--- config.mk ---
export PLATFORM = sky130hd
export DESIGN_NAME = nmea_gga_position_parser_unit
export DESIGN_NICKNAME = d
export VERILOG_FILES = /design/src/nmeagga_pkg.sv /design/src/nmeagga_front.sv /design/src/nmeagga_fifo.sv /design/src/nmeagga_conv.sv /design/src/nmea_gga_position_parser_unit.sv
export SDC_FILE = /design/constraint.sdc
export NUM_CORES = 2
export LEC_CHECK = 0
export ABC_AREA = 1
export BUFFER_PORTS_ARGS = -buffer_cell sky130_fd_sc_hd__buf_4
export CORE_MARGIN = 2
export CORE_UTILIZATION = 60
export DETAILED_ROUTE_END_ITERATION = 6
export MAX_ROUTING_LAYER = met4
export PLACE_DENSITY = 0.8
export SETUP_SLACK_MARGIN = 0.1
export SLEW_MARGIN = 0
export SYNTH_ARGS = -nofsm -noshare
export SYNTH_HDL_FRONTEND = slang
export SYNTH_HIERARCHICAL = 1
export SYNTH_SLANG_ARGS = --single-unit
--- constraint.sdc ---
create_clock -name clk_i -period 14.71 [get_ports clk_i]
set_input_delay 2.942 -clock clk_i [delete_from_list [all_inputs] [get_ports clk_i]]
set_output_delay 2.942 -clock clk_i [all_outputs]
set_load 0.1 [all_outputs]
--- src/nmeagga_pkg.sv ---
`timescale 1ns / 1ps
// shared types, character codes and small tables for the gga position parser
// no dependencies

package nmeagga_pkg;

  // default number of fraction digits of the minutes field
  localparam int unsigned FRAC_DIGITS_DEF = 4;

  // record queue depth between the byte parser and the converter
  localparam int unsigned Q_DEPTH = 2;

  // widths of the integer parts of one coordinate
  localparam int unsigned DEG_W = 10;  // up to three degree digits
  localparam int unsigned MIN_W = 7;   // two minute digits

  // result field widths
  localparam int unsigned LAT_W = 28;
  localparam int unsigned LON_W = 31;

  // lane order inside packed coordinate pairs
  localparam int unsigned LANE_LAT = 0;
  localparam int unsigned LANE_LON = 1;

  localparam int unsigned MICRO = 1000000;

  // integer digit limits, counted as positions in the field
  localparam logic [3:0] LAT_INT_MAX = 4'd4;
  localparam logic [3:0] LON_INT_MAX = 4'd5;

  // field numbers and counter limits
  localparam logic [3:0] FLD_HDR  = 4'd0;
  localparam logic [3:0] FLD_LAT  = 4'd2;
  localparam logic [3:0] FLD_NS   = 4'd3;
  localparam logic [3:0] FLD_LON  = 4'd4;
  localparam logic [3:0] FLD_EW   = 4'd5;
  localparam logic [3:0] FLD_MAX  = 4'd15;
  localparam logic [3:0] POS_MAX  = 4'd15;
  localparam logic [3:0] HDR_LEN  = 4'd5;
  localparam logic [3:0] CK_DIGITS  = 4'd2;
  localparam logic [3:0] CK_INVALID = 4'd3;

  // character codes
  localparam logic [7:0] CH_DOLLAR = 8'h24;
  localparam logic [7:0] CH_STAR   = 8'h2A;
  localparam logic [7:0] CH_COMMA  = 8'h2C;
  localparam logic [7:0] CH_POINT  = 8'h2E;
  localparam logic [7:0] CH_CR     = 8'h0D;
  localparam logic [7:0] CH_LF     = 8'h0A;
  localparam logic [7:0] CH_S      = 8'h53;
  localparam logic [7:0] CH_W      = 8'h57;
  localparam logic [7:0] CH_0      = 8'h30;
  localparam logic [7:0] CH_9      = 8'h39;
  localparam logic [7:0] CH_UA     = 8'h41;
  localparam logic [7:0] CH_UF     = 8'h46;
  localparam logic [7:0] CH_LA     = 8'h61;
  localparam logic [7:0] CH_LF_HEX = 8'h66;

  // result status codes
  localparam logic [1:0] ST_VALID   = 2'd0;
  localparam logic [1:0] ST_CKSUM   = 2'd1;
  localparam logic [1:0] ST_NOT_GGA = 2'd2;

  typedef enum logic [1:0] {
    PH_WAIT,
    PH_BODY,
    PH_CKSUM
  } phase_e;

  // per-sentence flags handed from the parser to the converter
  typedef struct packed {
    logic [1:0] status;
    logic       south;
    logic       west;
  } rec_ctrl_t;

  function automatic int unsigned pow10(input int unsigned n);
    int unsigned p;
    unique case (n)
      0: p = 1;
      1: p = 10;
      2: p = 100;
      3: p = 1000;
      4: p = 10000;
      5: p = 100000;
      6: p = 1000000;
      default: p = 1;
    endcase
    return p;
  endfunction

  // expected sentence header, one character per position
  function automatic logic [7:0] hdr_char(input logic [3:0] pos);
    logic [7:0] ch;
    unique case (pos)
      4'd0: ch = 8'h47;
      4'd1: ch = 8'h50;
      4'd2: ch = 8'h47;
      4'd3: ch = 8'h47;
      4'd4: ch = 8'h41;
      default: ch = 8'h00;
    endcase
    return ch;
  endfunction

  // bit 4 flags a hex digit, bits 3:0 carry its value
  function automatic logic [4:0] hex_val(input logic [7:0] c);
    logic [4:0] v;
    if (c >= CH_0 && c <= CH_9) begin
      v = {1'b1, c[3:0]};
    end else if ((c >= CH_UA && c <= CH_UF) || (c >= CH_LA && c <= CH_LF_HEX)) begin
      v = {1'b1, c[3:0] + 4'd9};
    end else begin
      v = 5'd0;
    end
    return v;
  endfunction

endpackage

--- src/nmeagga_front.sv ---
`timescale 1ns / 1ps
// byte parser: sentence framing, checksum, header check and digit collection
// depends on nmeagga_pkg

module nmeagga_front #(
  parameter int unsigned FracDigits = nmeagga_pkg::FRAC_DIGITS_DEF,
  localparam int unsigned FracW = $clog2(nmeagga_pkg::pow10(FracDigits))
) (
  input  logic                                      clk_i,
  input  logic                                      rst_ni,
  input  logic                                      byte_valid_i,
  input  logic [7:0]                                char_i,
  output logic                                      push_o,
  output nmeagga_pkg::rec_ctrl_t                    rec_ctrl_o,
  output logic [1:0][nmeagga_pkg::DEG_W-1:0]        rec_deg_o,
  output logic [1:0][nmeagga_pkg::MIN_W-1:0]        rec_min_o,
  output logic [1:0][FracW-1:0]                     rec_frac_o
);
  import nmeagga_pkg::*;

  localparam int unsigned FcW = $clog2(FracDigits + 1);

  phase_e                 phase_q, phase_d;
  logic [7:0]             xor_q, xor_d;
  logic [3:0]             fld_q, fld_d;
  logic [3:0]             pos_q, pos_d;
  logic                   hdr_ok_q, hdr_ok_d;
  logic [1:0][DEG_W-1:0]  hi_q, hi_d;
  logic [1:0][3:0]        tens_q, tens_d;
  logic [1:0][3:0]        ones_q, ones_d;
  logic [1:0][FracW-1:0]  frac_q, frac_d;
  logic [FcW-1:0]         fcnt_q, fcnt_d;
  logic                   point_q, point_d;
  logic                   south_q, south_d;
  logic                   west_q, west_d;
  logic [7:0]             ck_q, ck_d;
  logic                   star_q, star_d;

  logic                   is_eol;
  logic                   is_digit;
  logic [3:0]             digit;
  logic                   hdr_close_bad;
  logic                   hdr_eff;
  logic [4:0]             hex;
  logic [FracW-1:0]       frac_add;
  logic [1:0]             lane_on;
  logic [1:0][3:0]        lane_lim;
  logic                   clear;
  logic [1:0]             status_w;

  assign is_eol   = (char_i == CH_CR) || (char_i == CH_LF);
  assign is_digit = (char_i >= CH_0) && (char_i <= CH_9);
  assign digit    = char_i[3:0];
  assign hex      = hex_val(char_i);
  assign frac_add = FracW'(pow10(FracDigits - 32'(fcnt_q) - 1) * 32'(digit));

  assign lane_on[LANE_LAT]  = (fld_q == FLD_LAT);
  assign lane_on[LANE_LON]  = (fld_q == FLD_LON);
  assign lane_lim[LANE_LAT] = LAT_INT_MAX;
  assign lane_lim[LANE_LON] = LON_INT_MAX;

  // header field closes short or long
  assign hdr_close_bad = (fld_q == FLD_HDR) && (pos_q != HDR_LEN);
  assign hdr_eff       = hdr_ok_q && !((phase_q == PH_BODY) && hdr_close_bad);

  always_comb begin
    if (!hdr_eff || !star_q) begin
      status_w = ST_NOT_GGA;
    end else if ((pos_q != CK_DIGITS) || (ck_q != xor_q)) begin
      status_w = ST_CKSUM;
    end else begin
      status_w = ST_VALID;
    end
  end

  // next phase
  always_comb begin
    phase_d = phase_q;
    if (byte_valid_i) begin
      if (char_i == CH_DOLLAR) begin
        phase_d = PH_BODY;
      end else begin
        unique case (phase_q)
          PH_WAIT: phase_d = PH_WAIT;
          PH_BODY: begin
            if (is_eol) begin
              phase_d = PH_WAIT;
            end else if (char_i == CH_STAR) begin
              phase_d = PH_CKSUM;
            end
          end
          PH_CKSUM: begin
            if (is_eol) begin
              phase_d = PH_WAIT;
            end
          end
          default: phase_d = PH_WAIT;
        endcase
      end
    end
  end

  // sentence datapath
  always_comb begin
    xor_d    = xor_q;
    fld_d    = fld_q;
    pos_d    = pos_q;
    hdr_ok_d = hdr_ok_q;
    hi_d     = hi_q;
    tens_d   = tens_q;
    ones_d   = ones_q;
    frac_d   = frac_q;
    fcnt_d   = fcnt_q;
    point_d  = point_q;
    south_d  = south_q;
    west_d   = west_q;
    ck_d     = ck_q;
    star_d   = star_q;
    clear    = 1'b0;
    push_o   = 1'b0;

    if (byte_valid_i) begin
      if (char_i == CH_DOLLAR) begin
        clear = 1'b1;
      end else if (phase_q == PH_WAIT) begin
        clear = 1'b0;
      end else if (is_eol) begin
        push_o = 1'b1;
        clear  = 1'b1;
      end else if (phase_q == PH_CKSUM) begin
        if (hex[4] && (pos_q < CK_DIGITS)) begin
          ck_d  = {ck_q[3:0], hex[3:0]};
          pos_d = pos_q + 4'd1;
        end else begin
          pos_d = CK_INVALID;
        end
      end else if (char_i == CH_STAR) begin
        if (hdr_close_bad) begin
          hdr_ok_d = 1'b0;
        end
        star_d = 1'b1;
        pos_d  = '0;
      end else begin
        xor_d = xor_q ^ char_i;
        if (char_i == CH_COMMA) begin
          if (hdr_close_bad) begin
            hdr_ok_d = 1'b0;
          end
          if (fld_q < FLD_MAX) begin
            fld_d = fld_q + 4'd1;
          end
          pos_d   = '0;
          point_d = 1'b0;
          fcnt_d  = '0;
        end else begin
          unique case (fld_q)
            FLD_HDR: begin
              if ((pos_q >= HDR_LEN) || (char_i != hdr_char(pos_q))) begin
                hdr_ok_d = 1'b0;
              end
            end
            FLD_NS: begin
              if (pos_q == '0) begin
                south_d = (char_i == CH_S);
              end
            end
            FLD_EW: begin
              if (pos_q == '0) begin
                west_d = (char_i == CH_W);
              end
            end
            default: hdr_ok_d = hdr_ok_q;
          endcase
          // coordinate digits: last two integer digits are the minutes
          for (int l = 0; l < 2; l++) begin
            if (lane_on[l]) begin
              if (is_digit) begin
                if (!point_q) begin
                  if (pos_q < lane_lim[l]) begin
                    hi_d[l]   = hi_q[l] * DEG_W'(10) + DEG_W'(tens_q[l]);
                    tens_d[l] = ones_q[l];
                    ones_d[l] = digit;
                  end
                end else if (fcnt_q < FcW'(FracDigits)) begin
                  frac_d[l] = frac_q[l] + frac_add;
                  fcnt_d    = fcnt_q + FcW'(1);
                end
              end else if (char_i == CH_POINT) begin
                point_d = 1'b1;
              end
            end
          end
          if (pos_q < POS_MAX) begin
            pos_d = pos_q + 4'd1;
          end
        end
      end
    end

    if (clear) begin
      xor_d    = '0;
      fld_d    = '0;
      pos_d    = '0;
      hdr_ok_d = 1'b1;
      hi_d     = '0;
      tens_d   = '0;
      ones_d   = '0;
      frac_d   = '0;
      fcnt_d   = '0;
      point_d  = 1'b0;
      south_d  = 1'b0;
      west_d   = 1'b0;
      ck_d     = '0;
      star_d   = 1'b0;
    end
  end

  always_ff @(posedge clk_i or negedge rst_ni) begin
    if (!rst_ni) begin
      phase_q  <= PH_WAIT;
      xor_q    <= '0;
      fld_q    <= '0;
      pos_q    <= '0;
      hdr_ok_q <= 1'b1;
      hi_q     <= '0;
      tens_q   <= '0;
      ones_q   <= '0;
      frac_q   <= '0;
      fcnt_q   <= '0;
      point_q  <= 1'b0;
      south_q  <= 1'b0;
      west_q   <= 1'b0;
      ck_q     <= '0;
      star_q   <= 1'b0;
    end else begin
      phase_q  <= phase_d;
      xor_q    <= xor_d;
      fld_q    <= fld_d;
      pos_q    <= pos_d;
      hdr_ok_q <= hdr_ok_d;
      hi_q     <= hi_d;
      tens_q   <= tens_d;
      ones_q   <= ones_d;
      frac_q   <= frac_d;
      fcnt_q   <= fcnt_d;
      point_q  <= point_d;
      south_q  <= south_d;
      west_q   <= west_d;
      ck_q     <= ck_d;
      star_q   <= star_d;
    end
  end

  assign rec_ctrl_o = '{status: status_w, south: south_q, west: west_q};

  always_comb begin
    for (int l = 0; l < 2; l++) begin
      rec_deg_o[l]  = hi_q[l];
      rec_min_o[l]  = MIN_W'(tens_q[l]) * MIN_W'(10) + MIN_W'(ones_q[l]);
      rec_frac_o[l] = frac_q[l];
    end
  end

endmodule

--- src/nmeagga_fifo.sv ---
`timescale 1ns / 1ps
// small register queue for finished sentence records
// depends on nmeagga_pkg

module nmeagga_fifo #(
  parameter int unsigned Width = 8,
  parameter int unsigned Depth = nmeagga_pkg::Q_DEPTH
) (
  input  logic             clk_i,
  input  logic             rst_ni,
  input  logic             push_i,
  input  logic [Width-1:0] din_i,
  input  logic             pop_i,
  output logic [Width-1:0] dout_o,
  output logic             empty_o,
  output logic             full_o
);
  import nmeagga_pkg::*;

  localparam int unsigned PtrW = (Depth > 1) ? $clog2(Depth) : 1;
  localparam int unsigned CntW = $clog2(Depth + 1);

  logic [Width-1:0] mem_q [Depth];
  logic [PtrW-1:0]  wr_ptr_q, wr_ptr_d;
  logic [PtrW-1:0]  rd_ptr_q, rd_ptr_d;
  logic [CntW-1:0]  cnt_q, cnt_d;
  logic             do_push, do_pop;

  assign empty_o = (cnt_q == '0);
  assign full_o  = (cnt_q == CntW'(Depth));
  assign do_push = push_i && !full_o;
  assign do_pop  = pop_i && !empty_o;
  assign dout_o  = mem_q[rd_ptr_q];

  always_comb begin
    wr_ptr_d = wr_ptr_q;
    rd_ptr_d = rd_ptr_q;
    cnt_d    = cnt_q;
    if (do_push) begin
      wr_ptr_d = (wr_ptr_q == PtrW'(Depth - 1)) ? '0 : wr_ptr_q + PtrW'(1);
    end
    if (do_pop) begin
      rd_ptr_d = (rd_ptr_q == PtrW'(Depth - 1)) ? '0 : rd_ptr_q + PtrW'(1);
    end
    if (do_push && !do_pop) begin
      cnt_d = cnt_q + CntW'(1);
    end else if (do_pop && !do_push) begin
      cnt_d = cnt_q - CntW'(1);
    end
  end

  always_ff @(posedge clk_i or negedge rst_ni) begin
    if (!rst_ni) begin
      wr_ptr_q <= '0;
      rd_ptr_q <= '0;
      cnt_q    <= '0;
    end else begin
      wr_ptr_q <= wr_ptr_d;
      rd_ptr_q <= rd_ptr_d;
      cnt_q    <= cnt_d;
    end
  end

  always_ff @(posedge clk_i) begin
    if (do_push) begin
      mem_q[wr_ptr_q] <= din_i;
    end
  end

endmodule

--- src/nmeagga_conv.sv ---
`timescale 1ns / 1ps
// four-stage converter from degrees, minutes and minute fraction to microdegrees
// depends on nmeagga_pkg

module nmeagga_conv #(
  parameter int unsigned FracDigits = nmeagga_pkg::FRAC_DIGITS_DEF,
  localparam int unsigned FracW = $clog2(nmeagga_pkg::pow10(FracDigits))
) (
  input  logic                                 clk_i,
  input  logic                                 rst_ni,
  input  logic                                 head_valid_i,
  output logic                                 pop_o,
  input  nmeagga_pkg::rec_ctrl_t               ctrl_i,
  input  logic [1:0][nmeagga_pkg::DEG_W-1:0]   deg_i,
  input  logic [1:0][nmeagga_pkg::MIN_W-1:0]   min_i,
  input  logic [1:0][FracW-1:0]                frac_i,
  output logic                                 out_valid_o,
  input  logic                                 out_stall_i,
  output logic [1:0]                           status_o,
  output logic signed [nmeagga_pkg::LAT_W-1:0] lat_o,
  output logic signed [nmeagga_pkg::LON_W-1:0] lon_o
);
  import nmeagga_pkg::*;

  localparam int unsigned FracK      = MICRO / pow10(FracDigits);
  localparam int unsigned N_W        = 27;  // minutes scaled by 1e6, below 1e8
  localparam int unsigned X_W        = 25;  // that value over 4
  localparam int unsigned DEGM_W     = 30;
  localparam int unsigned PROD_W     = 2 * X_W;
  localparam int unsigned Q_W        = 21;
  localparam int unsigned RES_W      = 31;
  localparam int unsigned RecipShift = 28;
  localparam logic [X_W-1:0] RecipMul = X_W'((64'd1 << RecipShift) / 64'd15);

  logic adv;

  logic                     s1_v_q, s2_v_q, s3_v_q, s4_v_q;
  rec_ctrl_t                s1_ctrl_q, s2_ctrl_q, s3_ctrl_q;
  logic [1:0][DEGM_W-1:0]   s1_degm_q, s1_degm_d, s2_degm_q, s3_degm_q;
  logic [1:0][X_W-1:0]      s1_x_q, s1_x_d, s2_x_q;
  logic [1:0][PROD_W-1:0]   s2_prod_q, s2_prod_d;
  logic [1:0][Q_W-1:0]      s3_quo_q, s3_quo_d;
  logic [1:0][N_W-1:0]      n_w;
  logic [1:0][Q_W-1:0]      q0_w;
  logic [1:0][X_W-1:0]      q0x_w, rem_w;
  logic [1:0][RES_W-1:0]    res_w, res_d;
  logic [1:0]               status_d;
  logic [1:0][RES_W-1:0]    res_q;
  logic [1:0]               status_q;

  // whole pipe moves unless the output holds a result that is stalled
  assign adv   = !s4_v_q || !out_stall_i;
  assign pop_o = adv && head_valid_i;

  always_comb begin
    for (int l = 0; l < 2; l++) begin
      // stage 1: minutes as 1e6 * min + frac * 1e6 / scale, then drop two bits of /60
      n_w[l]       = N_W'(min_i[l]) * N_W'(MICRO) + N_W'(frac_i[l]) * N_W'(FracK);
      s1_x_d[l]    = n_w[l][N_W-1:2];
      s1_degm_d[l] = DEGM_W'(deg_i[l]) * DEGM_W'(MICRO);
      // stage 2: reciprocal multiply for /15
      s2_prod_d[l] = PROD_W'(s1_x_q[l]) * PROD_W'(RecipMul);
      // stage 3: estimate is low by at most one, fix by remainder check
      q0_w[l]      = s2_prod_q[l][RecipShift +: Q_W];
      q0x_w[l]     = X_W'(q0_w[l]);
      rem_w[l]     = s2_x_q[l] - ((q0x_w[l] << 4) - q0x_w[l]);
      s3_quo_d[l]  = (rem_w[l] >= X_W'(15)) ? q0_w[l] + Q_W'(1) : q0_w[l];
      // stage 4: degrees plus minute part, sign by hemisphere
      res_w[l]     = RES_W'(s3_degm_q[l]) + RES_W'(s3_quo_q[l]);
    end
    res_d[LANE_LAT] = s3_ctrl_q.south ? -res_w[LANE_LAT] : res_w[LANE_LAT];
    res_d[LANE_LON] = s3_ctrl_q.west  ? -res_w[LANE_LON] : res_w[LANE_LON];
    if (s3_ctrl_q.status != ST_VALID) begin
      res_d = '0;
    end
    status_d = s3_ctrl_q.status;
  end

  always_ff @(posedge clk_i or negedge rst_ni) begin
    if (!rst_ni) begin
      s1_v_q <= 1'b0;
      s2_v_q <= 1'b0;
      s3_v_q <= 1'b0;
      s4_v_q <= 1'b0;
    end else if (adv) begin
      s1_v_q <= head_valid_i;
      s2_v_q <= s1_v_q;
      s3_v_q <= s2_v_q;
      s4_v_q <= s3_v_q;
    end
  end

  always_ff @(posedge clk_i) begin
    if (adv) begin
      s1_ctrl_q <= ctrl_i;
      s1_degm_q <= s1_degm_d;
      s1_x_q    <= s1_x_d;
      s2_ctrl_q <= s1_ctrl_q;
      s2_degm_q <= s1_degm_q;
      s2_x_q    <= s1_x_q;
      s2_prod_q <= s2_prod_d;
      s3_ctrl_q <= s2_ctrl_q;
      s3_degm_q <= s2_degm_q;
      s3_quo_q  <= s3_quo_d;
      res_q     <= res_d;
      status_q  <= status_d;
    end
  end

  assign out_valid_o = s4_v_q;
  assign status_o    = status_q;
  assign lat_o       = res_q[LANE_LAT][LAT_W-1:0];
  assign lon_o       = res_q[LANE_LON][LON_W-1:0];

endmodule

--- src/nmea_gga_position_parser_unit.sv ---
`timescale 1ns / 1ps
// top level of the gga sentence position parser: parser, record queue, converter
// depends on nmeagga_pkg, nmeagga_front, nmeagga_fifo, nmeagga_conv
//
//   channel   direction  handshake                   payload
//   input     in         in_valid_i / in_stall_o     char_in_i (one text byte)
//   result    out        out_valid_o / out_stall_i   status_o, lat_microdeg_o, lon_microdeg_o
//
// one byte is taken per cycle while in_stall_o is low; a cr or lf that ends a sentence posts
// a record into a two-entry queue, and its result reaches the output through the converter
// pipeline of four registered stages
// in_stall_o rises only while the record queue is full, which the output side
// sets by how fast it drains results
// reset clears the parser and all valid bits at once; no clearing pass

module nmea_gga_position_parser_unit #(
  parameter int unsigned FracDigits = nmeagga_pkg::FRAC_DIGITS_DEF
) (
  input  logic                                 clk_i,
  input  logic                                 rst_ni,
  input  logic                                 in_valid_i,
  output logic                                 in_stall_o,
  input  logic [7:0]                           char_in_i,
  output logic                                 out_valid_o,
  input  logic                                 out_stall_i,
  output logic [1:0]                           status_o,
  output logic signed [nmeagga_pkg::LAT_W-1:0] lat_microdeg_o,
  output logic signed [nmeagga_pkg::LON_W-1:0] lon_microdeg_o
);
  import nmeagga_pkg::*;

  localparam int unsigned FracW = $clog2(pow10(FracDigits));
  localparam int unsigned RecW  = $bits(rec_ctrl_t) + 2 * (DEG_W + MIN_W + FracW);

  // accepted byte strobe
  logic                  byte_valid;

  // record from the parser
  logic                  rec_push;
  rec_ctrl_t             rec_ctrl;
  logic [1:0][DEG_W-1:0] rec_deg;
  logic [1:0][MIN_W-1:0] rec_min;
  logic [1:0][FracW-1:0] rec_frac;

  // queue head toward the converter
  logic [RecW-1:0]       q_din, q_dout;
  logic                  q_empty, q_full, q_pop;
  rec_ctrl_t             head_ctrl;
  logic [1:0][DEG_W-1:0] head_deg;
  logic [1:0][MIN_W-1:0] head_min;
  logic [1:0][FracW-1:0] head_frac;

  // queue full is the only reason to hold back the byte stream
  assign in_stall_o = q_full;
  assign byte_valid = in_valid_i && !in_stall_o;

  nmeagga_front #(
    .FracDigits (FracDigits)
  ) u_front (
    .clk_i        (clk_i),
    .rst_ni       (rst_ni),
    .byte_valid_i (byte_valid),
    .char_i       (char_in_i),
    .push_o       (rec_push),
    .rec_ctrl_o   (rec_ctrl),
    .rec_deg_o    (rec_deg),
    .rec_min_o    (rec_min),
    .rec_frac_o   (rec_frac)
  );

  assign q_din = {rec_ctrl, rec_deg, rec_min, rec_frac};

  nmeagga_fifo #(
    .Width (RecW),
    .Depth (Q_DEPTH)
  ) u_fifo (
    .clk_i   (clk_i),
    .rst_ni  (rst_ni),
    .push_i  (rec_push),
    .din_i   (q_din),
    .pop_i   (q_pop),
    .dout_o  (q_dout),
    .empty_o (q_empty),
    .full_o  (q_full)
  );

  assign {head_ctrl, head_deg, head_min, head_frac} = q_dout;

  nmeagga_conv #(
    .FracDigits (FracDigits)
  ) u_conv (
    .clk_i        (clk_i),
    .rst_ni       (rst_ni),
    .head_valid_i (!q_empty),
    .pop_o        (q_pop),
    .ctrl_i       (head_ctrl),
    .deg_i        (head_deg),
    .min_i        (head_min),
    .frac_i       (head_frac),
    .out_valid_o  (out_valid_o),
    .out_stall_i  (out_stall_i),
    .status_o     (status_o),
    .lat_o        (lat_microdeg_o),
    .lon_o        (lon_microdeg_o)
  );

  // a record is never posted into a full queue
  a_no_push_when_full: assert property (
    @(posedge clk_i) disable iff (!rst_ni) rec_push |-> !q_full
  ) else $error("record posted while queue full");

  // a posted record is held in the queue on the next cycle
  a_push_lands: assert property (
    @(posedge clk_i) disable iff (!rst_ni) rec_push |=> !q_empty
  ) else $error("posted record missing from queue");

  // failed sentences report a zero position
  a_zero_on_error: assert property (
    @(posedge clk_i) disable iff (!rst_ni)
    (out_valid_o && (status_o != ST_VALID)) |->
      ((lat_microdeg_o == '0) && (lon_microdeg_o == '0))
  ) else $error("nonzero position on failed sentence");

endmodule

Word level (Yosys, flattened, before mapping)
Memory sizes are Yosys's and may differ from the RTL's. Index checks and enable logic that the tools add are counted. W data, S select, Z words.

Bits in registers: 557. Latch bits: 0. Memory bits (writable): 132. Bits in read-only memories: 0. Input port bits: 12. Output and inout bits: 63. Logic and storage cells: 415. Memories: 1.

Memories: u_fifo.mem_q (depth 2, bits a word 66, read ports 1, clocked after memory_dff 0, wr ports 1, RTL line nmeagga_fifo.sv:23) `logic [Width-1:0] mem_q [Depth];`.

$add $sub $neg: 28. Multiply operators: 13. Div/mod/pow operators: 0. $lt $le $gt $ge: 15. Eq/ne operators: 38. Shift-type cells: 0. Multiplexer cells: 200. Bitwise operators: 1. Reductions and logical operators: 67.

Operators with widths (count): $mux W8 (38); $mux W28 (9); $mux W20 (8); $mux W4 (35); $pmux W20 S6 (1); $mux W14 (8); $mul A25 B25 Y49 const B (2); $eq A32 B3 Y1 const B (3); $mux W10 (8); $eq A32 B2 Y1 const B (2); $mux W1 (63); $add A27 B21 Y27 (2); $ge A25 B4 Y1 const B (2); $sub A25 B21 Y25 (2); $sub A25 B25 Y25 (2); $mux W3 (16); $reduce_and A11 Y1 (4); $add A21 B1 Y21 const B (2); $mul A7 B14 Y21 const B (2); $mux W21 (2); $mul A14 B5 Y19 const B (2); $reduce_bool A2 Y1 (18); $eq A32 B1 Y1 const B (1); $eq A8 B6 Y1 const B (4); 62 further kinds (126).

Longest topological paths before layout
Depth in word-level cells: 23. Mapped depth: 39. Mapped depth without buffers: 39.

Hierarchy
Netlist, hierarchy kept.

By module, submodules not included: nmeagga_conv (instances 1, cells each 5257, area each 45230.9 sq um, seq. area each 11961.5 sq um); nmeagga_front (instances 1, cells each 1146, area each 8934.8 sq um, seq. area each 2453.6 sq um); nmeagga_fifo (instances 1, cells each 377, area each 5047.3 sq um, seq. area each 4063.9 sq um); nmea_gga_position_parser_unit (instances 1, cells each 3, area each 13.8 sq um, seq. area each 0.0 sq um).

Worst setup path after synthesis
No wires, ideal clock.

Kind: input to register. Start point: input out_stall_i. End point: register u_fifo.cnt_q[1]. Setup time: 117 ps. Arrival: 12655 ps. Required time: 14593 ps. Path slack: 1938 ps. Cell stages on the path: 9. Path buffers: 0. Path through: nand2_1 nand2_1 inv_1 o21ai_0 ha_1 inv_1 nand3_1 nand2_1 nand2_1.

Word-level cells in the longest chain between the ends: 7. Elaborated cells between the ends (all ways): 9. Those cells by class: mux (1); reduce/logical (8).

Ends and longest elaborated chain: from (decl) (RTL line nmea_gga_position_parser_unit.sv:25) `input logic out_stall_i,`; $logic_not A1 Y1 * (RTL line nmeagga_conv.sv:52) `assign adv = !s4_v_q || !out_stall_i;`; $logic_or A1 B1 Y1 * (RTL line nmeagga_conv.sv:52); $logic_and A1 B1 Y1 * (RTL line nmeagga_conv.sv:53) `assign pop_o = adv && head_valid_i;`; net q_pop (RTL line nmea_gga_position_parser_unit.sv:47) `logic q_empty, q_full, q_pop;`; $logic_and A1 B1 Y1 * (RTL line nmeagga_fifo.sv:32) `assign do_pop = pop_i && !empty_o;`; $logic_not A1 Y1 (RTL line nmeagga_fifo.sv:45) `if (do_push && !do_pop) begin`; $logic_and A1 B1 Y1 (RTL line nmeagga_fifo.sv:45); $mux W2 or $reduce_bool A2 Y1 (tied branches); to (signal assigned) (RTL line nmeagga_fifo.sv:60) `cnt_q <= cnt_d;`; to (decl) (RTL line nmeagga_fifo.sv:26) `logic [CntW-1:0] cnt_q, cnt_d;`.

The timed path passes the listed nets; every way through them passes the cells marked *. A chain may end at the register's enable or synchronous reset.

Worst setup path after layout
Start point: input char_in_i[3]. End point: register u_front.frac_q, in the netlist u_front/rec_frac_o[27].

Word-level cells in the longest chain between the ends: 14. Elaborated cells between the ends (all ways): 39. Those cells by class: add/sub (1); mul (1); order compare (2); eq/ne (11); mux (16); reduce/logical (8).

Ends and longest elaborated chain: from (decl) (RTL line nmea_gga_position_parser_unit.sv:23) `input logic [7:0] char_in_i,`; $mul A20 B4 Y14 (RTL line nmeagga_front.sv:55) `assign frac_add = FracW'(pow10(FracDigits - 32'(fcnt_q) - 1) * 32'(digit));`; $add A14 B14 Y14 (RTL line nmeagga_front.sv:185) `frac_d[l] = frac_q[l] + frac_add;`; $mux W14 (RTL line nmeagga_front.sv:184) `end else if (fcnt_q < FcW'(FracDigits)) begin`; $mux W14 (RTL line nmeagga_front.sv:178) `if (!point_q) begin`; $mux W14 (RTL line nmeagga_front.sv:177) `if (is_digit) begin`; $mux W14 (RTL line nmeagga_front.sv:176) `if (lane_on[l]) begin`; $mux W28 (RTL line nmeagga_front.sv:145) `if (char_i == CH_COMMA) begin`; $mux W28 (RTL line nmeagga_front.sv:137) `end else if (char_i == CH_STAR) begin`; $mux W28 (RTL line nmeagga_front.sv:130) `end else if (phase_q == PH_CKSUM) begin`; $mux W28 (RTL line nmeagga_front.sv:127) `end else if (is_eol) begin`; $mux W28 (RTL line nmeagga_front.sv:125) `end else if (phase_q == PH_WAIT) begin`; $mux W28 (RTL line nmeagga_front.sv:123) `if (char_i == CH_DOLLAR) begin`; $mux W28 (RTL line nmeagga_front.sv:122) `if (byte_valid_i) begin`; $mux W28 (RTL line nmeagga_front.sv:200) `if (clear) begin`; to (signal assigned) (RTL line nmeagga_front.sv:244) `frac_q <= frac_d;`; to (decl) (RTL line nmeagga_front.sv:31) `logic [1:0][FracW-1:0] frac_q, frac_d;`.

Several ways; a longest one is shown, not always the timed one. The select of a mux whose other input is x is not followed.

==> run_summary.xml <==
<?xml version="1.0" encoding="UTF-8"?>
<metrics>
  <group name="die">
    <metric name="chipHeight" unit="µm">318</metric>
    <metric name="floorplan.initialDensity" unit="%">60.4</metric>
    <metric name="core_area" unit="µm²">98100</metric>
    <metric name="die_w" unit="µm">318</metric>
    <metric name="ios" unit="">75</metric>
    <metric name="floorplan.die_area" unit="µm²">101000</metric>
    <metric name="core.rowCount" unit="">115</metric>
  </group>
  <group name="hold_path">
    <metric name="holdCritPathClass" unit="">flop to flop</metric>
  </group>
  <group name="setup_path">
    <metric name="worst_setup_path_startpoint" unit="">char_in_i[3]</metric>
    <metric name="critical_path.reg2reg.startpoint" unit="">u_front/fcnt_q[0]</metric>
    <metric name="cp_data_arrival_time" unit="ns">7.31</metric>
    <metric name="critical_path.max_stage_delay" unit="ns">0.50</metric>
    <metric name="worstRegToRegCells" unit="">37</metric>
    <metric name="setup.worst_path.class" unit="">input pin to flop</metric>
    <metric name="critPathSlowestCell" unit="">sky130_fd_sc_hd__fa_1</metric>
    <metric name="critPathRequiredTime" unit="ns">15.26</metric>
    <metric name="worstPathMaxFanout" unit="">14</metric>
    <metric name="r2r_end" unit="">u_front/rec_frac_o[27]</metric>
    <metric name="start_kind" unit="">input pin</metric>
    <metric name="setup.worst_path.end_class" unit="">flop</metric>
    <metric name="reg2reg_setup_slack" unit="ns">8.38</metric>
    <metric name="crit_path_end" unit="">u_front/rec_frac_o[27]</metric>
    <metric name="crit_top_cell" unit="">sky130_fd_sc_hd__nand2_1</metric>
  </group>
  <group name="timing">
    <metric name="max_slew_margin" unit="%">28.1</metric>
    <metric name="final.setup_skew" unit="ns">0.0280</metric>
    <metric name="final_min_period_over_clock_period" unit="%">45.9</metric>
    <metric name="setup-violations-final" unit="">0</metric>
    <metric name="post-route-min-period" unit="ns">6.76</metric>
    <metric name="rsz_0062_raised_after_global_routing" unit="">false</metric>
    <metric name="maxSlewViolCount" unit="">0</metric>
    <metric name="max_freq" unit="MHz">148</metric>
    <metric name="hold_violations" unit="">0</metric>
    <metric name="finalSetupTns" unit="ns">0</metric>
    <metric name="tightest_slew" unit="ns">1.07</metric>
  </group>
  <group name="grt">
    <metric name="grt_start_max_net_pins" unit="">83</metric>
    <metric name="globalRoute.totalOverflow" unit="">0</metric>
    <metric name="grtUsageTotal" unit="%">28.1</metric>
    <metric name="antenna_found_initial" unit="">2</metric>
    <metric name="first_global_vias" unit="">45261</metric>
    <metric name="grt_pass1_wl" unit="mm">225</metric>
  </group>
  <group name="synth">
    <metric name="asyncSetResetFlopFracSynth" unit="%">16.7</metric>
    <metric name="synthesis.area" unit="µm²">59200</metric>
    <metric name="avgSynthCellArea" unit="µm²">8.73</metric>
    <metric name="synth_area_in_compound_gates" unit="%">8.38</metric>
    <metric name="synth-seq-cells" unit="">633</metric>
    <metric name="post_synth_xor_area_fraction" unit="%">4.64</metric>
    <metric name="sequential_cell_area_fraction_in_the_yosys_report" unit="%">31.2</metric>
    <metric name="post_synth_and_or_nand_nor_area_fraction" unit="%">17.1</metric>
    <metric name="synthAdderAreaFrac" unit="%">29.6</metric>
    <metric name="synth_area_leader_cell" unit="">sky130_fd_sc_hd__edfxtp_1</metric>
    <metric name="dominantRegCellSynth" unit="">sky130_fd_sc_hd__edfxtp_1</metric>
    <metric name="synthCells" unit="">6783</metric>
    <metric name="synth_cell_types" unit="">75</metric>
    <metric name="post_synth_edffs" unit="">527</metric>
    <metric name="muxShareOfSynthArea" unit="%">0.0359</metric>
    <metric name="net_count_after_synthesis" unit="">8011</metric>
    <metric name="largest_family_of_logic_cells_by_synthesized_area" unit="">adder cells</metric>
    <metric name="ys.warnings.count" unit="">6</metric>
    <metric name="yosys-top-cells-area" unit="">sky130_fd_sc_hd__edfxtp_1 27%, sky130_fd_sc_hd__ha_1 19%, sky130_fd_sc_hd__fa_1 10%</metric>
    <metric name="synth.top_cell.area_share" unit="%">26.7</metric>
  </group>
  <group name="detailed_routing">
    <metric name="drc_marker_count_from_the_first_detailed_route_iteration" unit="">3154</metric>
    <metric name="detail_route.vias_per_cell" unit="">5.53</metric>
    <metric name="post_detailed_routing_wire_length" unit="mm">137</metric>
    <metric name="num_vias" unit="">45440</metric>
    <metric name="route.detailed.wl_per_inst" unit="µm">16.7</metric>
    <metric name="number_of_remaining_drc_errors" unit="">0</metric>
    <metric name="drt_pass1_iterations" unit="">6</metric>
    <metric name="residual_antenna_violating_net_count_after_detailed_routing" unit="">0</metric>
  </group>
  <group name="run">
    <metric name="maxCapViolations" unit="">0</metric>
  </group>
  <group name="cells_and_area">
    <metric name="final-instance-count-excl-fill" unit="">8219</metric>
    <metric name="fraction_of_final_layout_cells_with_drive_strength_greater_than_1" unit="%">4.49</metric>
    <metric name="final_stage_net_count" unit="">8102</metric>
    <metric name="flow.area_growth_from_synthesis" unit="%">7.50</metric>
    <metric name="fin_area" unit="µm²">63700</metric>
  </group>
  <group name="cts">
    <metric name="post_cts.resized_instances" unit="">0</metric>
    <metric name="cts_made_buffers" unit="">71</metric>
    <metric name="clock_tree.root_cell" unit="">sky130_fd_sc_hd__clkbuf_16</metric>
    <metric name="cts-htree-levels" unit="">3</metric>
    <metric name="cts_setup_buffers" unit="">0</metric>
    <metric name="cts_tree" unit="">built</metric>
    <metric name="worst_setup_hold_path_clk_slew" unit="ns">0.06</metric>
    <metric name="clock_path_buffers" unit="">3</metric>
    <metric name="clock-sinks" unit="">633</metric>
    <metric name="clock_latency_on_the_worst_skew_pair" unit="ns">0.65</metric>
    <metric name="cts_hold_buffers" unit="">0</metric>
  </group>
  <group name="placement">
    <metric name="detailed_place.area" unit="µm²">61100</metric>
    <metric name="hpwl" unit="mm">110</metric>
    <metric name="globalplace.congestion" unit="">1.01</metric>
    <metric name="dp_cells" unit="">8088</metric>
    <metric name="port-buffer-count" unit="">74</metric>
  </group>
  <group name="outcome">
    <metric name="status" unit="">complete, no violations</metric>
  </group>
</metrics>
-- cell type report --
class | count | area [µm²]
Clock buffer | 86 | 1920
Clock inverter | 44 | 639
Multi-Input combinational cell | 4777 | 35500
Inverter | 1303 | 4900
Fill cell | 8030 | 34500
Tap cell | 1287 | 1610
Antenna cell | 1 | 2.50
Sequential cell | 633 | 18500
Timing Repair Buffer | 88 | 661
-- sequential cells by signal (all words and copies together) (netlist names), 3 cells and up --
name,count
u_front/ck_q,8
u_conv/s2_ctrl_q,4
u_front/rec_deg_o,20
u_conv/s3_degm_q,46
u_conv/s2_degm_q,46
u_conv/s1_degm_q,46
u_conv/q0_w,42
u_front/fcnt_q,3
u_front/fld_q,4
u_front/rec_frac_o,28
u_front/xor_q,8
u_conv/s1_x_q,50
u_conv/s2_x_q,50
u_front/tens_q,8
u_fifo/mem_q,132
u_conv/s1_ctrl_q,4
u_conv/s3_quo_q,42
u_conv/lat_o,28
u_front/ones_q,8
u_front/pos_q,4
u_conv/lon_o,31
-- cell usage in the layout, fill, tap and decap left out, types with 11 or more instances in the layout --
cell type,instances
sky130_fd_sc_hd__a21boi_0,11
sky130_fd_sc_hd__a21o_1,26
sky130_fd_sc_hd__a21oi_1,378
sky130_fd_sc_hd__a31oi_1,35
sky130_fd_sc_hd__buf_4,88
sky130_fd_sc_hd__bufinv_16,13
sky130_fd_sc_hd__clkbuf_16,73
sky130_fd_sc_hd__dfrtp_1,104
sky130_fd_sc_hd__edfxtp_1,527
sky130_fd_sc_hd__fa_1,309
sky130_fd_sc_hd__ha_1,907
sky130_fd_sc_hd__inv_1,1285
sky130_fd_sc_hd__nand2_1,1371
sky130_fd_sc_hd__nand3_1,268
sky130_fd_sc_hd__nand3b_1,17
sky130_fd_sc_hd__nand4_1,111
sky130_fd_sc_hd__nor2_1,423
sky130_fd_sc_hd__nor2_2,11
sky130_fd_sc_hd__nor3_1,89
sky130_fd_sc_hd__nor4_1,23
sky130_fd_sc_hd__o2111ai_1,11
sky130_fd_sc_hd__o211ai_1,15
sky130_fd_sc_hd__o21a_1,20
sky130_fd_sc_hd__o21ai_0,237
sky130_fd_sc_hd__o21ai_1,22
sky130_fd_sc_hd__o21ai_2,20
sky130_fd_sc_hd__o21bai_1,30
sky130_fd_sc_hd__o31ai_1,12
sky130_fd_sc_hd__xnor2_1,96
sky130_fd_sc_hd__xor2_1,214
-- kinds of logic (layout without fill, tap and decap cells) --
kind of cell,Yosys count,in the layout
simple gates,2381,2381
xor+xnor,312,312
fa+ha+maj,1216,1216
other cells,0,1
mux,2,2
buf+inv,1373,1521
flops,633,633
compound gates,866,866
-- stage by stage --
step	hold WS, ns	util, %	setup slack [ns]
global placement	0.401	62.3	7.34
detailed placement	0.405	62.3	7.29
floorplan	0.400	-	1.94
global route	0.421	64.9	7.53
CTS	0.416	64.9	8.00
finish	0.415	64.9	7.95
-- worst max-delay path, delay by kind of cell --
family | cells | cell delay [ns]
XOR/XNOR | 1 | 0.18
AO/OA/AOI/OAI | 6 | 0.99
buffers and inverters | 5 | 0.76
adder cells (fa/ha/maj) | 4 | 1.61
AND/OR/NAND/NOR | 10 | 0.80
-- metal layers --
| metal | global-route usage, % | part of all wire (%) | vias up |
|---|---|---|---|
| met5 | - | 0 | - |
| met4 | 8.79 | 2.9 | 0 |
| met3 | 2.89 | 5.0 | 235 |
| met2 | 47.1 | 48 | 1204 |
| met1 | 36.1 | 44 | 21480 |
| li1 | - | - | 22521 |
-- how the worst min path moves through the flow --
stage	endpoint	cells after the start	start	slack, ns
detailed placement	u_conv/s2_ctrl_q[0]	0	u_conv/s1_ctrl_q[0]	0.40
global route	u_conv/s2_ctrl_q[0]	0	u_conv/s1_ctrl_q[0]	0.42
finish	u_conv/s3_degm_q[26]	0	u_conv/s2_degm_q[26]	0.42
CTS	u_conv/s3_degm_q[26]	0	u_conv/s2_degm_q[26]	0.42
floorplan	u_conv/s2_ctrl_q[0]	0	u_conv/s1_ctrl_q[0]	0.40
global placement	u_conv/s2_degm_q[39]	0	u_conv/s1_degm_q[39]	0.40
-- cell usage after synthesis (19+ instances only) --
master / instances
sky130_fd_sc_hd__nand4_1: 111
sky130_fd_sc_hd__o21ai_1: 22
sky130_fd_sc_hd__o21ai_2: 20
sky130_fd_sc_hd__ha_1: 907
sky130_fd_sc_hd__xor2_1: 214
sky130_fd_sc_hd__buf_2: 27
sky130_fd_sc_hd__xnor2_1: 96
sky130_fd_sc_hd__o21bai_1: 30
sky130_fd_sc_hd__a31oi_1: 35
sky130_fd_sc_hd__fa_1: 309
sky130_fd_sc_hd__clkbuf_1: 19
sky130_fd_sc_hd__a21oi_1: 378
sky130_fd_sc_hd__nor2_1: 425
sky130_fd_sc_hd__nor4_1: 23
sky130_fd_sc_hd__o21ai_0: 237
sky130_fd_sc_hd__inv_1: 1286
sky130_fd_sc_hd__dfrtp_1: 105
sky130_fd_sc_hd__edfxtp_1: 527
sky130_fd_sc_hd__a21o_1: 26
sky130_fd_sc_hd__o21a_1: 20
sky130_fd_sc_hd__nor3_1: 90
sky130_fd_sc_hd__nand2_1: 1372
sky130_fd_sc_hd__nand3_1: 268
Power is not shown: default switching activity piles up to over one toggle a cycle in this logic, so the estimate is an artifact.
